**config.mk**
```make
export PLATFORM = sky130hd
export DESIGN_NAME = mouse_report_queue_decoder
export DESIGN_NICKNAME = d
export VERILOG_FILES = /design/src/hdl/mrqd_pkg.sv /design/src/hdl/mrqd_front.sv /design/src/hdl/mrqd_cmd_fifo.sv /design/src/hdl/mrqd_back.sv /design/src/hdl/mouse_report_queue_decoder.sv
export SDC_FILE = /design/constraint.sdc
export NUM_CORES = 1
export LEC_CHECK = 0
export BUFFER_PORTS_ARGS = -buffer_cell sky130_fd_sc_hd__buf_2
export CORE_AREA = 10 10 254 256
export DETAILED_ROUTE_END_ITERATION = 7
export DIE_AREA = 0 0 264 266
export PLACE_DENSITY = 0.66
export SLEW_MARGIN = 20
export SYNTH_ARGS = -nofsm -noshare
export SYNTH_HDL_FRONTEND = slang
export SYNTH_HIERARCHICAL = 1
export SYNTH_SLANG_ARGS = --single-unit
```
**constraint.sdc**
```tcl
create_clock -name clock -period 13.5 [get_ports clock]
set_input_delay 1.35 -clock clock [delete_from_list [all_inputs] [get_ports clock]]
set_output_delay 1.35 -clock clock [all_outputs]
set_load 0.03 [all_outputs]
```
**src/hdl/mrqd_pkg.sv**
```systemverilog
`default_nettype none

package mrqd_pkg;

   localparam int DEF_QUEUE_DEPTH      = 16;
   localparam int DEF_CONTROLLER_COUNT = 4;
   localparam int DEF_MAX_REPORT_LEN   = 8;

   // widest controller index that any legal controller count needs
   localparam int CTRL_W   = 3;
   localparam int MAX_CTRL = 8;

   localparam logic [1:0] ACT_REPORT     = 2'd0;
   localparam logic [1:0] ACT_CONNECT    = 2'd1;
   localparam logic [1:0] ACT_DISCONNECT = 2'd2;
   localparam logic [1:0] ACT_REQUEST    = 2'd3;

   localparam logic [2:0] OP_POLL    = 3'd0;
   localparam logic [2:0] OP_BUTTONS = 3'd1;
   localparam logic [2:0] OP_DEVICES = 3'd2;

   localparam logic [2:0] KIND_NONE    = 3'd0;
   localparam logic [2:0] KIND_EVENT   = 3'd1;
   localparam logic [2:0] KIND_LOST    = 3'd2;
   localparam logic [2:0] KIND_BAD     = 3'd3;
   localparam logic [2:0] KIND_DEVICES = 3'd4;
   localparam logic [2:0] KIND_BUTTONS = 3'd5;

   localparam logic [7:0] SHORT_LEN = 8'd3;

   typedef struct packed {
      logic [1:0] action;
      logic [7:0] controller;
      logic [7:0] report_length;
      logic [7:0] button_byte;
      logic [7:0] move_x;
      logic [7:0] move_y;
      logic [2:0] operation;
   } req_type;

   typedef struct packed {
      logic [2:0]  kind;
      logic [1:0]  event_controller;
      logic [7:0]  event_dx;
      logic [7:0]  event_dy;
      logic [2:0]  button_bits;
      logic [3:0]  device_mask;
      logic [31:0] dropped_count;
      logic [31:0] malformed_count;
      logic [31:0] decoded_count;
   } rsp_type;

   typedef enum logic [2:0] {
      CMD_PUSH,
      CMD_CONNECT,
      CMD_DISCONNECT,
      CMD_BAD,
      CMD_POLL,
      CMD_BUTTONS,
      CMD_DEVICES
   } cmd_kind_type;

   typedef struct packed {
      logic [CTRL_W-1:0] ctrl;
      logic              is_short;
      logic [2:0]        buttons;
      logic [7:0]        dx;
      logic [7:0]        dy;
   } entry_type;

   typedef struct packed {
      cmd_kind_type kind;
      entry_type    entry;
   } cmd_type;

endpackage

`default_nettype wire

```
**src/hdl/mrqd_front.sv**
```systemverilog
`default_nettype none

module mrqd_front
   import mrqd_pkg::*;
#(
   parameter int CONTROLLER_COUNT = DEF_CONTROLLER_COUNT,
   parameter int MAX_REPORT_LEN   = DEF_MAX_REPORT_LEN
) (
   input  wire logic    req_valid,
   output logic         req_stall,
   input  wire req_type req_payload,
   output logic         cmd_valid,
   output cmd_type      cmd,
   input  wire logic    cmd_full
);

   logic ctrl_ok;
   logic len_ok;
   logic keep;

   assign ctrl_ok = req_payload.controller < 8'(CONTROLLER_COUNT);
   assign len_ok  = req_payload.report_length <= 8'(MAX_REPORT_LEN);

   always_comb begin
      keep               = 1'b1;
      cmd.kind           = CMD_BAD;
      cmd.entry.ctrl     = req_payload.controller[CTRL_W-1:0];
      cmd.entry.is_short = req_payload.report_length < SHORT_LEN;
      cmd.entry.buttons  = req_payload.button_byte[2:0];
      cmd.entry.dx       = req_payload.move_x;
      cmd.entry.dy       = req_payload.move_y;
      case (req_payload.action)
         ACT_REPORT: begin
            cmd.kind = CMD_PUSH;
            keep     = ctrl_ok && len_ok;
         end
         ACT_CONNECT: begin
            cmd.kind = CMD_CONNECT;
            keep     = ctrl_ok;
         end
         ACT_DISCONNECT: begin
            cmd.kind = CMD_DISCONNECT;
            keep     = ctrl_ok;
         end
         default: begin
            case (req_payload.operation)
               OP_POLL:    cmd.kind = CMD_POLL;
               OP_BUTTONS: cmd.kind = CMD_BUTTONS;
               OP_DEVICES: cmd.kind = CMD_DEVICES;
               default:    cmd.kind = CMD_BAD;
            endcase
         end
      endcase
   end

   // ignored transactions are accepted and dropped here
   assign cmd_valid = req_valid && keep;
   assign req_stall = cmd_full;

endmodule

`default_nettype wire

```
**src/hdl/mrqd_cmd_fifo.sv**
```systemverilog
`default_nettype none

module mrqd_cmd_fifo
   import mrqd_pkg::*;
(
   input  wire logic    clock,
   input  wire logic    reset,
   input  wire logic    push,
   input  wire cmd_type push_cmd,
   output logic         full,
   input  wire logic    pop,
   output logic         pop_valid,
   output cmd_type      pop_cmd
);

   cmd_type    slot_ff [2];
   logic       wr_ptr_ff;
   logic       wr_ptr_in;
   logic       rd_ptr_ff;
   logic       rd_ptr_in;
   logic [1:0] count_ff;
   logic [1:0] count_in;
   logic       do_push;
   logic       do_pop;

   assign full      = count_ff == 2'd2;
   assign pop_valid = count_ff != 2'd0;
   assign pop_cmd   = slot_ff[rd_ptr_ff];
   assign do_push   = push && !full;
   assign do_pop    = pop && pop_valid;

   always_comb begin
      wr_ptr_in = do_push ? !wr_ptr_ff : wr_ptr_ff;
      rd_ptr_in = do_pop ? !rd_ptr_ff : rd_ptr_ff;
      count_in  = count_ff + 2'(do_push) - 2'(do_pop);
   end

   always_ff @(posedge clock) begin
      if (reset) begin
         wr_ptr_ff <= 1'b0;
         rd_ptr_ff <= 1'b0;
         count_ff  <= 2'd0;
      end else begin
         wr_ptr_ff <= wr_ptr_in;
         rd_ptr_ff <= rd_ptr_in;
         count_ff  <= count_in;
      end
   end

   always_ff @(posedge clock) begin
      if (do_push) begin
         slot_ff[wr_ptr_ff] <= push_cmd;
      end
   end

endmodule

`default_nettype wire

```
**src/hdl/mrqd_back.sv**
```systemverilog
`default_nettype none

module mrqd_back
   import mrqd_pkg::*;
#(
   parameter int QUEUE_DEPTH      = DEF_QUEUE_DEPTH,
   parameter int CONTROLLER_COUNT = DEF_CONTROLLER_COUNT
) (
   input  wire logic    clock,
   input  wire logic    reset,
   input  wire logic    cmd_valid,
   input  wire cmd_type cmd,
   output logic         cmd_pop,
   output logic         rsp_valid,
   input  wire logic    rsp_stall,
   output rsp_type      rsp_payload
);

   localparam int PW  = $clog2(QUEUE_DEPTH);
   localparam int CIW = (CONTROLLER_COUNT > 1) ? $clog2(CONTROLLER_COUNT) : 1;

   typedef enum logic [1:0] {
      ST_IDLE,
      ST_SCAN_READ,
      ST_SCAN_CHECK
   } state_type;

   entry_type mem [QUEUE_DEPTH];
   entry_type rd_data_ff;
   logic      mem_we;
   logic      rd_en;

   state_type             state_ff, state_in;
   logic [PW-1:0]         wp_ff, wp_in;
   logic [PW-1:0]         rp_ff, rp_in;
   logic [CONTROLLER_COUNT-1:0] mask_ff, mask_in;
   logic [2:0]            held_ff [CONTROLLER_COUNT];
   logic [2:0]            held_in [CONTROLLER_COUNT];
   logic                  loss_ff, loss_in;
   logic [31:0]           drop_ff, drop_in;
   logic [31:0]           malf_ff, malf_in;
   logic [31:0]           dec_ff, dec_in;
   logic                  rsp_valid_ff, rsp_valid_in;
   rsp_type               rsp_ff;
   rsp_type               res_in;
   logic                  res_load;

   logic                  out_free;
   logic                  needs_rsp;
   logic [PW-1:0]         wp_next;
   logic [PW-1:0]         rp_next;
   logic [CIW-1:0]        cmd_idx;
   logic [CIW-1:0]        ent_idx;
   logic [2:0]            btn_or;
   logic [MAX_CTRL-1:0]   mask_wide;

   function automatic logic [PW-1:0] ring_next(input logic [PW-1:0] p);
      return (p == PW'(QUEUE_DEPTH - 1)) ? '0 : p + 1'b1;
   endfunction

   assign out_free  = !rsp_valid_ff || !rsp_stall;
   assign needs_rsp = (cmd.kind == CMD_BAD) || (cmd.kind == CMD_POLL) ||
                      (cmd.kind == CMD_BUTTONS) || (cmd.kind == CMD_DEVICES);
   assign wp_next   = ring_next(wp_ff);
   assign rp_next   = ring_next(rp_ff);
   assign cmd_idx   = cmd.entry.ctrl[CIW-1:0];
   assign ent_idx   = rd_data_ff.ctrl[CIW-1:0];
   assign mask_wide = MAX_CTRL'(mask_ff);

   always_comb begin
      btn_or = 3'd0;
      for (int i = 0; i < CONTROLLER_COUNT; i++) begin
         if (mask_ff[i]) begin
            btn_or = btn_or | held_ff[i];
         end
      end
   end

   always_comb begin
      state_in     = state_ff;
      wp_in        = wp_ff;
      rp_in        = rp_ff;
      mask_in      = mask_ff;
      held_in      = held_ff;
      loss_in      = loss_ff;
      drop_in      = drop_ff;
      malf_in      = malf_ff;
      dec_in       = dec_ff;
      cmd_pop      = 1'b0;
      mem_we       = 1'b0;
      rd_en        = 1'b0;
      res_load     = 1'b0;
      res_in                 = '0;
      res_in.dropped_count   = drop_ff;
      res_in.malformed_count = malf_ff;
      res_in.decoded_count   = dec_ff;

      case (state_ff)
         ST_IDLE: begin
            if (cmd_valid && (!needs_rsp || out_free)) begin
               cmd_pop = 1'b1;
               case (cmd.kind)
                  CMD_PUSH: begin
                     if (wp_next == rp_ff) begin
                        drop_in = drop_ff + 32'd1;
                        loss_in = 1'b1;
                     end else begin
                        mem_we = 1'b1;
                        wp_in  = wp_next;
                     end
                  end
                  CMD_CONNECT: begin
                     mask_in[cmd_idx] = 1'b1;
                  end
                  CMD_DISCONNECT: begin
                     mask_in[cmd_idx] = 1'b0;
                     drop_in          = drop_ff + 32'd1;
                     loss_in          = 1'b1;
                  end
                  CMD_BAD: begin
                     res_load    = 1'b1;
                     res_in.kind = KIND_BAD;
                  end
                  default: begin
                     for (int i = 0; i < CONTROLLER_COUNT; i++) begin
                        if (!mask_ff[i]) begin
                           held_in[i] = 3'd0;
                        end
                     end
                     if (loss_ff) begin
                        loss_in = 1'b0;
                        rp_in   = wp_ff;
                        for (int i = 0; i < CONTROLLER_COUNT; i++) begin
                           held_in[i] = 3'd0;
                        end
                        res_load    = 1'b1;
                        res_in.kind = KIND_LOST;
                     end else if (cmd.kind == CMD_DEVICES) begin
                        res_load           = 1'b1;
                        res_in.kind        = KIND_DEVICES;
                        res_in.device_mask = mask_wide[3:0];
                     end else if (cmd.kind == CMD_BUTTONS) begin
                        res_load           = 1'b1;
                        res_in.kind        = KIND_BUTTONS;
                        res_in.button_bits = btn_or;
                     end else begin
                        state_in = ST_SCAN_READ;
                     end
                  end
               endcase
            end
         end
         ST_SCAN_READ: begin
            // output slot was free at dispatch and only drains meanwhile
            if (rp_ff == wp_ff) begin
               res_load    = 1'b1;
               res_in.kind = KIND_NONE;
               state_in    = ST_IDLE;
            end else begin
               rd_en    = 1'b1;
               rp_in    = rp_next;
               state_in = ST_SCAN_CHECK;
            end
         end
         ST_SCAN_CHECK: begin
            if (rd_data_ff.is_short) begin
               malf_in  = malf_ff + 32'd1;
               state_in = ST_SCAN_READ;
            end else if (!mask_ff[ent_idx]) begin
               state_in = ST_SCAN_READ;
            end else begin
               held_in[ent_idx]        = rd_data_ff.buttons;
               dec_in                  = dec_ff + 32'd1;
               res_load                = 1'b1;
               res_in.kind             = KIND_EVENT;
               res_in.event_controller = rd_data_ff.ctrl[1:0];
               res_in.event_dx         = rd_data_ff.dx;
               res_in.event_dy         = rd_data_ff.dy;
               res_in.button_bits      = rd_data_ff.buttons;
               res_in.decoded_count    = dec_ff + 32'd1;
               state_in                = ST_IDLE;
            end
         end
         default: begin
            state_in = ST_IDLE;
         end
      endcase

      if (res_load) begin
         rsp_valid_in = 1'b1;
      end else if (!rsp_stall) begin
         rsp_valid_in = 1'b0;
      end else begin
         rsp_valid_in = rsp_valid_ff;
      end
   end

   always_ff @(posedge clock) begin
      if (reset) begin
         state_ff     <= ST_IDLE;
         wp_ff        <= '0;
         rp_ff        <= '0;
         mask_ff      <= '0;
         loss_ff      <= 1'b0;
         drop_ff      <= 32'd0;
         malf_ff      <= 32'd0;
         dec_ff       <= 32'd0;
         rsp_valid_ff <= 1'b0;
         for (int i = 0; i < CONTROLLER_COUNT; i++) begin
            held_ff[i] <= 3'd0;
         end
      end else begin
         state_ff     <= state_in;
         wp_ff        <= wp_in;
         rp_ff        <= rp_in;
         mask_ff      <= mask_in;
         loss_ff      <= loss_in;
         drop_ff      <= drop_in;
         malf_ff      <= malf_in;
         dec_ff       <= dec_in;
         rsp_valid_ff <= rsp_valid_in;
         held_ff      <= held_in;
      end
      if (res_load) begin
         rsp_ff <= res_in;
      end
   end

   always_ff @(posedge clock) begin
      if (mem_we) begin
         mem[wp_ff] <= cmd.entry;
      end
      if (rd_en) begin
         rd_data_ff <= mem[rp_ff];
      end
   end

   assign rsp_valid   = rsp_valid_ff;
   assign rsp_payload = rsp_ff;

endmodule

`default_nettype wire

```
**src/hdl/mouse_report_queue_decoder.sv**
```systemverilog
// Channel   Ports                              Direction  Moves
// req       req_valid, req_stall, req_payload  in         report/connect/disconnect/request
// rsp       rsp_valid, rsp_stall, rsp_payload  out        one result per request
//
// Front decodes each transaction as it is accepted into a two-entry command queue;
// req_stall rises only when that queue is full.
// Back runs one command at a time; a poll alternates ST_SCAN_READ and ST_SCAN_CHECK per
// ring entry examined, then takes ST_SCAN_READ once more when it ends on an empty ring.
// A request waits in the queue while an earlier result is held by rsp_stall.
// Synchronous reset empties the ring and clears mask, buttons and counters.
`default_nettype none

module mouse_report_queue_decoder
   import mrqd_pkg::*;
#(
   parameter int QUEUE_DEPTH      = DEF_QUEUE_DEPTH,
   parameter int CONTROLLER_COUNT = DEF_CONTROLLER_COUNT,
   parameter int MAX_REPORT_LEN   = DEF_MAX_REPORT_LEN
) (
   input  wire logic    clock,
   input  wire logic    reset,
   input  wire logic    req_valid,
   output logic         req_stall,
   input  wire req_type req_payload,
   output logic         rsp_valid,
   input  wire logic    rsp_stall,
   output rsp_type      rsp_payload
);

   logic    front_valid;
   cmd_type front_cmd;
   logic    fifo_full;
   logic    fifo_valid;
   cmd_type fifo_cmd;
   logic    fifo_pop;

   mrqd_front #(
      .CONTROLLER_COUNT (CONTROLLER_COUNT),
      .MAX_REPORT_LEN   (MAX_REPORT_LEN)
   ) u_front (
      .req_valid   (req_valid),
      .req_stall   (req_stall),
      .req_payload (req_payload),
      .cmd_valid   (front_valid),
      .cmd         (front_cmd),
      .cmd_full    (fifo_full)
   );

   mrqd_cmd_fifo u_fifo (
      .clock     (clock),
      .reset     (reset),
      .push      (front_valid),
      .push_cmd  (front_cmd),
      .full      (fifo_full),
      .pop       (fifo_pop),
      .pop_valid (fifo_valid),
      .pop_cmd   (fifo_cmd)
   );

   mrqd_back #(
      .QUEUE_DEPTH      (QUEUE_DEPTH),
      .CONTROLLER_COUNT (CONTROLLER_COUNT)
   ) u_back (
      .clock       (clock),
      .reset       (reset),
      .cmd_valid   (fifo_valid),
      .cmd         (fifo_cmd),
      .cmd_pop     (fifo_pop),
      .rsp_valid   (rsp_valid),
      .rsp_stall   (rsp_stall),
      .rsp_payload (rsp_payload)
   );

endmodule

`default_nettype wire

```
==> results.ini, run 1 <==
[synth]
synth_nets = 1632
syn_area_um2 = 26320
syn_inst = 1569
yosys_warnings = 6
synth_area_per_cell_um2 = 16.78

[sta]
setup_viol = 0
finalCritPeriodShare = 0.3424
hold_violations = 0
maxSlewViolCount = 0
skew_ps = 28.94
fin_setup_tns_ps = 0
min_period_ps = 4622
slew_headroom = 0.3201
hold_ws_ps = 469.4
rsz0062_at_grt = no
fmax_mhz = 216.3
setup_ws_ps = 8878
worst_pin_slew_ps = 1020

[placement]
dp_slack_ps = 8684
dp_hpwl_um = 33010
port_buffers = 169
place.gp.congestion = 0.7866

[global_routing]
antenna_found_initial = 1
grt_pass1_wl_um = 86290
grt_pass1_vias = 14436
grt_use_total = 0.1582
grt-ovfl-total = 0
grt_max_degree = 61

[clocking]
cts_tree = done
worstSkewPairLatency_ps = 620
clock_sinks = 677
clk_pin_slew_worst_paths_ps = 60
post_cts_buffers = 0
cts_made_buffers = 71
cts-root-buf = clkbuf_16
hold_buffers = 0
post_cts_resized = 0
clockBufferDepth = 3
cts_max_level = 3

[floorplanning]
die_x_um = 264
start_util = 0.4410
coreArea_um2 = 59680
die_h_um = 266
dieArea_um2 = 70220
ios = 175
rows = 90

[final_layout]
nets = 1806
drive_above_1_share = 0.2607
fillers = 4875
synthToLayoutAreaGrowth_pct = 15.08
mostFrequentLayoutCells = edfxtp_1, buf_2, dfxtp_1
final_core_util = 0.5076
layout.cells.most_common = edfxtp_1

[route]
wire_per_inst_um = 21.62
wirelength_um = 55830
dr.first_iter.drc_count = 993
drc = 0
vias = 14202
viasPerCell = 5.500
drt_pre_antenna_iters = 5
ant_nets = 0

[setup_path]
crit-reg2reg-capture = u_back/rsp_payload[85]
path_max_fanout = 60
required_ps = 13720
cp-start-kind = flip-flop
path_class = flip-flop to flip-flop
r2r_slack_ps = 8880
reg2reg_depth = 8
critical_path.endpoint_type = flip-flop
arrival_ps = 4840

[power]
ir_drop_mv = 0.1138
powerDensity_nw_per_um2 = 143.7
leakage_nw = 9.971

[worst_hold_path]
min_path_cells = 0
hold_end = u_back/rsp_payload[63]
hp-class = flip-flop to flip-flop
hp-start = u_back/malf_ff[31]

[outcome]
status = finished clean

[flow_run]
maxCapViolations = 0

[registers in the layout, indices dropped and copies added (netlist names), 2 cells and up, named ones only]
name,flops
u_back/dec_ff,32
u_back/drop_ff,32
u_back/ent_idx,2
u_back/held_ff,12
u_back/malf_ff,32
u_back/mem,352
u_back/rd_data_ff,20
u_back/rp_ff,4
u_back/rsp_payload,124
u_back/state_ff,2
u_back/wp_ff,4
u_fifo/count_ff,2
u_fifo/slot_ff,50
[how the worst max path moves through the flow]
stage,startpoint,to,cells past startpoint,slack (ps)
floorplan,rsp_stall,u_back/rsp_payload[0],4,2160
global placement,rsp_stall,u_back/rsp_payload[54],7,8770
detailed placement,rsp_stall,u_back/rsp_payload[54],7,8680
CTS,flip-flop,u_back/rsp_payload[42],8,8760
global route,flip-flop,u_back/rsp_payload[42],8,8500
finish,flip-flop,u_back/rsp_payload[85],8,8880
[area by class of cell]
cell class	count	area (µm²)	area share
Clock buffer	88	1893	0.06249
Antenna cell	1	2.502	0.00008261
Inverter	31	117.6	0.003883
Clock inverter	41	420.4	0.01388
Sequential cell	677	19050	0.6288
Multi-Input combinational cell	772	6810	0.2248
Timing Repair Buffer	190	1023	0.03379
Tap cell	782	978.4	0.03230
[per-layer routing]
layer / part of all wire / GRT usage
met1: 0.43 / 0.2050
met2: 0.49 / 0.2597
met3: 0.054 / 0.03248
met4: 0.028 / 0.05900
met5: 0 / 0
[where the power goes]
group | leakage (nW) | internal, mW | total (mW) | switching, mW
clock network | 1.14 | 1.14 | 1.92 | 0.786
registers | 5.94 | 2.28 | 2.29 | 0.00906
logic | 2.89 | 0.0335 | 0.139 | 0.106
total | 9.97 | 3.45 | 4.35 | 0.900
[critical path, cell delays in order, from the launching register on]
cell and delay (ps):
dfxtp_1 310, buf_4 420, mux2_2 520, and3b_1 220, o21bai_1 170, nand3_1 340
o21ai_4 830, buf_4 670, buf_4 680
[stage by stage]
stage | power, mW | instances | area (µm²)
global placement | 2.470 | 2451 | 27950
finish | 4.352 | 2582 | 30290
detailed placement | 2.475 | 2451 | 27950
CTS | 4.403 | 2580 | 30260
global route | 4.503 | 2582 | 30290
floorplan | 2.436 | 1569 | 26320
(Power assumes the default switching activity.)
==> inputs of run 2 (changes only) <==
Clock period 13.5 ns to 4.7 ns, I/O delays scaled along.
==> run 2 against run 1 <==
Effect of this change:
- routed wire length grew 0.52%
- total power grew to 2.9 times the previous value
- non-clock buffer count grew 10
- clock power grew to 2.9 times the previous value
- die area is the same
- via count is essentially flat
- worst setup slack lost 8100 ps
- final cell count grew 0.39%
- fmax grew 19%
- first-iteration DRC count shrank 0.50%
- critical path type unchanged
==> results.ini, run 2 (same netlist as run 1, synthesis figures left out) <==
[placement]
port_buffers = 169  ; unchanged
dp_slack_ps = 809.4  ; -7875 ps
dp_hpwl_um = 32960  ; -0.14%
place.gp.congestion = 0.8023  ; +2.0%
dp_cells = 2462  ; +0.45%

[clocking]
clockBufferDepth = 3  ; unchanged
hold_buffers = 0  ; unchanged
clk_pin_slew_worst_paths_ps = 60  ; about the same
post_cts_resized = 0  ; unchanged
cts_made_buffers = 70  ; -1.4%
cts-root-buf = clkbuf_16
cts_tree = done
worstSkewPairLatency_ps = 610  ; about the same
post_cts_buffers = 0  ; unchanged
cts_max_level = 3  ; unchanged
clock_sinks = 677  ; unchanged

[route]
drt_pre_antenna_iters = 5  ; unchanged
dr.first_iter.drc_count = 988  ; -0.50%
drc = 0  ; unchanged
wire_per_inst_um = 21.65  ; +0.13%
viasPerCell = 5.483  ; -0.32%
vias = 14211  ; +0.063%
ant_nets = 0  ; unchanged
wirelength_um = 56120  ; +0.52%

[sta]
finalCritPeriodShare = 0.8295  ; +0.4871
rsz0062_at_grt = no
skew_ps = 30.89  ; +1.952 ps
fin_setup_tns_ps = 0  ; unchanged
slew_headroom = 0.3215  ; +0.001338
setup_viol = 0  ; unchanged
hold_violations = 0  ; unchanged
maxSlewViolCount = 0  ; unchanged
worst_pin_slew_ps = 1018  ; -2.006 ps
min_period_ps = 3898  ; -723.8 ps
setup_ws_ps = 801.5  ; -8076 ps
fmax_mhz = 256.5  ; +19%

[power]
seqPwrFrac = 0.526  ; about the same
powerDensity_nw_per_um2 = 411.5  ; +190%
power_mw = 12.49  ; +190%
p_int_mw = 9.906  ; +190%
p_sw_frac = 0.2071  ; +0.0002361
p_comb_frac = 0.032  ; about the same
power_switching_mw = 2.587  ; +190%
leakage_nw = 10.01  ; +0.42%
power_frac_clock = 0.442  ; about the same
ir_drop_mv = 0.2741  ; +140%

[worst_hold_path]
min_path_cells = 1  ; +1
hp-class = input pin to flip-flop
hp-start = req_payload[14]
hold_end = u_fifo/slot_ff[1][11]

[final_layout]
layout.cells.most_common = edfxtp_1
nets = 1815  ; +0.50%
synthToLayoutAreaGrowth_pct = 15.35
mostFrequentLayoutCells = edfxtp_1, buf_2, dfxtp_1
drive_above_1_share = 0.2576  ; -0.003100
regMostFlops = u_back/mem
stdcell_count = 2592  ; +0.39%
fillers = 4841  ; -0.70%
largest_reg_flops = 352  ; unchanged

[global_routing]
grt_use_total = 0.1580  ; -0.0001728
grt_pass1_wl_um = 86060  ; -0.26%
grt-ovfl-total = 0  ; unchanged
antenna_found_initial = 2  ; +1
grt_max_degree = 94  ; +54%
grt_pass1_vias = 14269  ; -1.2%

[floorplanning]
rows = 90  ; unchanged
coreArea_um2 = 59680  ; unchanged
die_h_um = 266  ; unchanged
start_util = 0.4410  ; unchanged
dieArea_um2 = 70220  ; unchanged
ios = 175  ; unchanged
die_x_um = 264  ; unchanged

[setup_path]
critical_path.endpoint_type = flip-flop
path_class = flip-flop to flip-flop
slowest_delay_ps = 690  ; -140 ps
crit-reg2reg-capture = u_back/drop_ff[26]
arrival_ps = 4420  ; -420 ps
cp-start-kind = flip-flop
required_ps = 5230  ; -8490 ps
crit_slowest_cell = or4_1
path_cells = buf_4, mux2_2, and3b_1, o21bai_1, nand3_1, inv_1, o2111ai_2, or4_1, a21oi_1
path_max_fanout = 26  ; -57%
reg2reg_depth = 9  ; +1
r2r_slack_ps = 800  ; -8080 ps

[outcome]
status = finished clean

[flow_run]
maxCapViolations = 0  ; unchanged

==> run 2: area by class of cell <==
| cell class | count | area (µm²) | share of cell area |
|---|---|---|---|
| antenna | 1 | 2.502 | 0.00008241 |
| clock buffer | 95 | 1908 | 0.06284 |
| clock inverter | 34 | 401.6 | 0.01323 |
| inverter | 31 | 117.6 | 0.003873 |
| multi-input combinational | 772 | 6780 | 0.2233 |
| sequential | 677 | 19050 | 0.6273 |
| tap | 782 | 978.4 | 0.03222 |
| timing repair buffer | 200 | 1129 | 0.03717 |
==> run 2: how the worst max path moves through the flow <==
stage / start / endpoint / slack [ps] / cells after the start
after floorplan: flip-flop / u_back/mem[0][0] / 130 / 11
after global placement: flip-flop / u_back/mem[9][5] / 880 / 9
after detailed placement: flip-flop / u_back/mem[9][11] / 810 / 9
after CTS: flip-flop / u_back/mem[9][20] / 760 / 9
after global routing: flip-flop / u_back/drop_ff[26] / 470 / 9
final: flip-flop / u_back/drop_ff[26] / 800 / 9
==> run 2: metal layers <==
metal | global-route usage | wire length, µm | vias to the layer above
li1 | - | - | 6434
met1 | 0.2033 | 23320 | 7233
met2 | 0.2650 | 28000 | 450
met3 | 0.03285 | 3593 | 94
met4 | 0.04958 | 1214 | 0
met5 | 0 | 0 | -
==> run 2: worst max-delay path, delay by kind of cell, from the launching register on <==
| kind | cells | cell delay (ps) |
|---|---|---|
| AOI/OAI and AO/OA | 3 | 950 |
| buffers and inverters | 2 | 740 |
| DFF | 1 | 360 |
| muxes | 1 | 500 |
| and+or+nand+nor | 3 | 1250 |
==> run 2: through the flow <==
step,area (µm²),util,hold WS (ps)
after floorplan,26330,-,423.1
after global placement,28050,0.4700,445.0
after detailed placement,28050,0.4700,460.1
after CTS,30360,0.5087,11.17
after global routing,30360,0.5087,24.46
final,30360,0.5088,45.74
==> run 2: power by group through the flow <==
stage               logic [mW]  clock network, mW  registers, mW
floorplan                0.155                  0           6.82
global placement         0.400                  0           6.70
detailed placement       0.410                  0           6.70
CTS                      0.411               5.66           6.57
global route             0.436               5.90           6.57
finish                   0.403               5.52           6.57
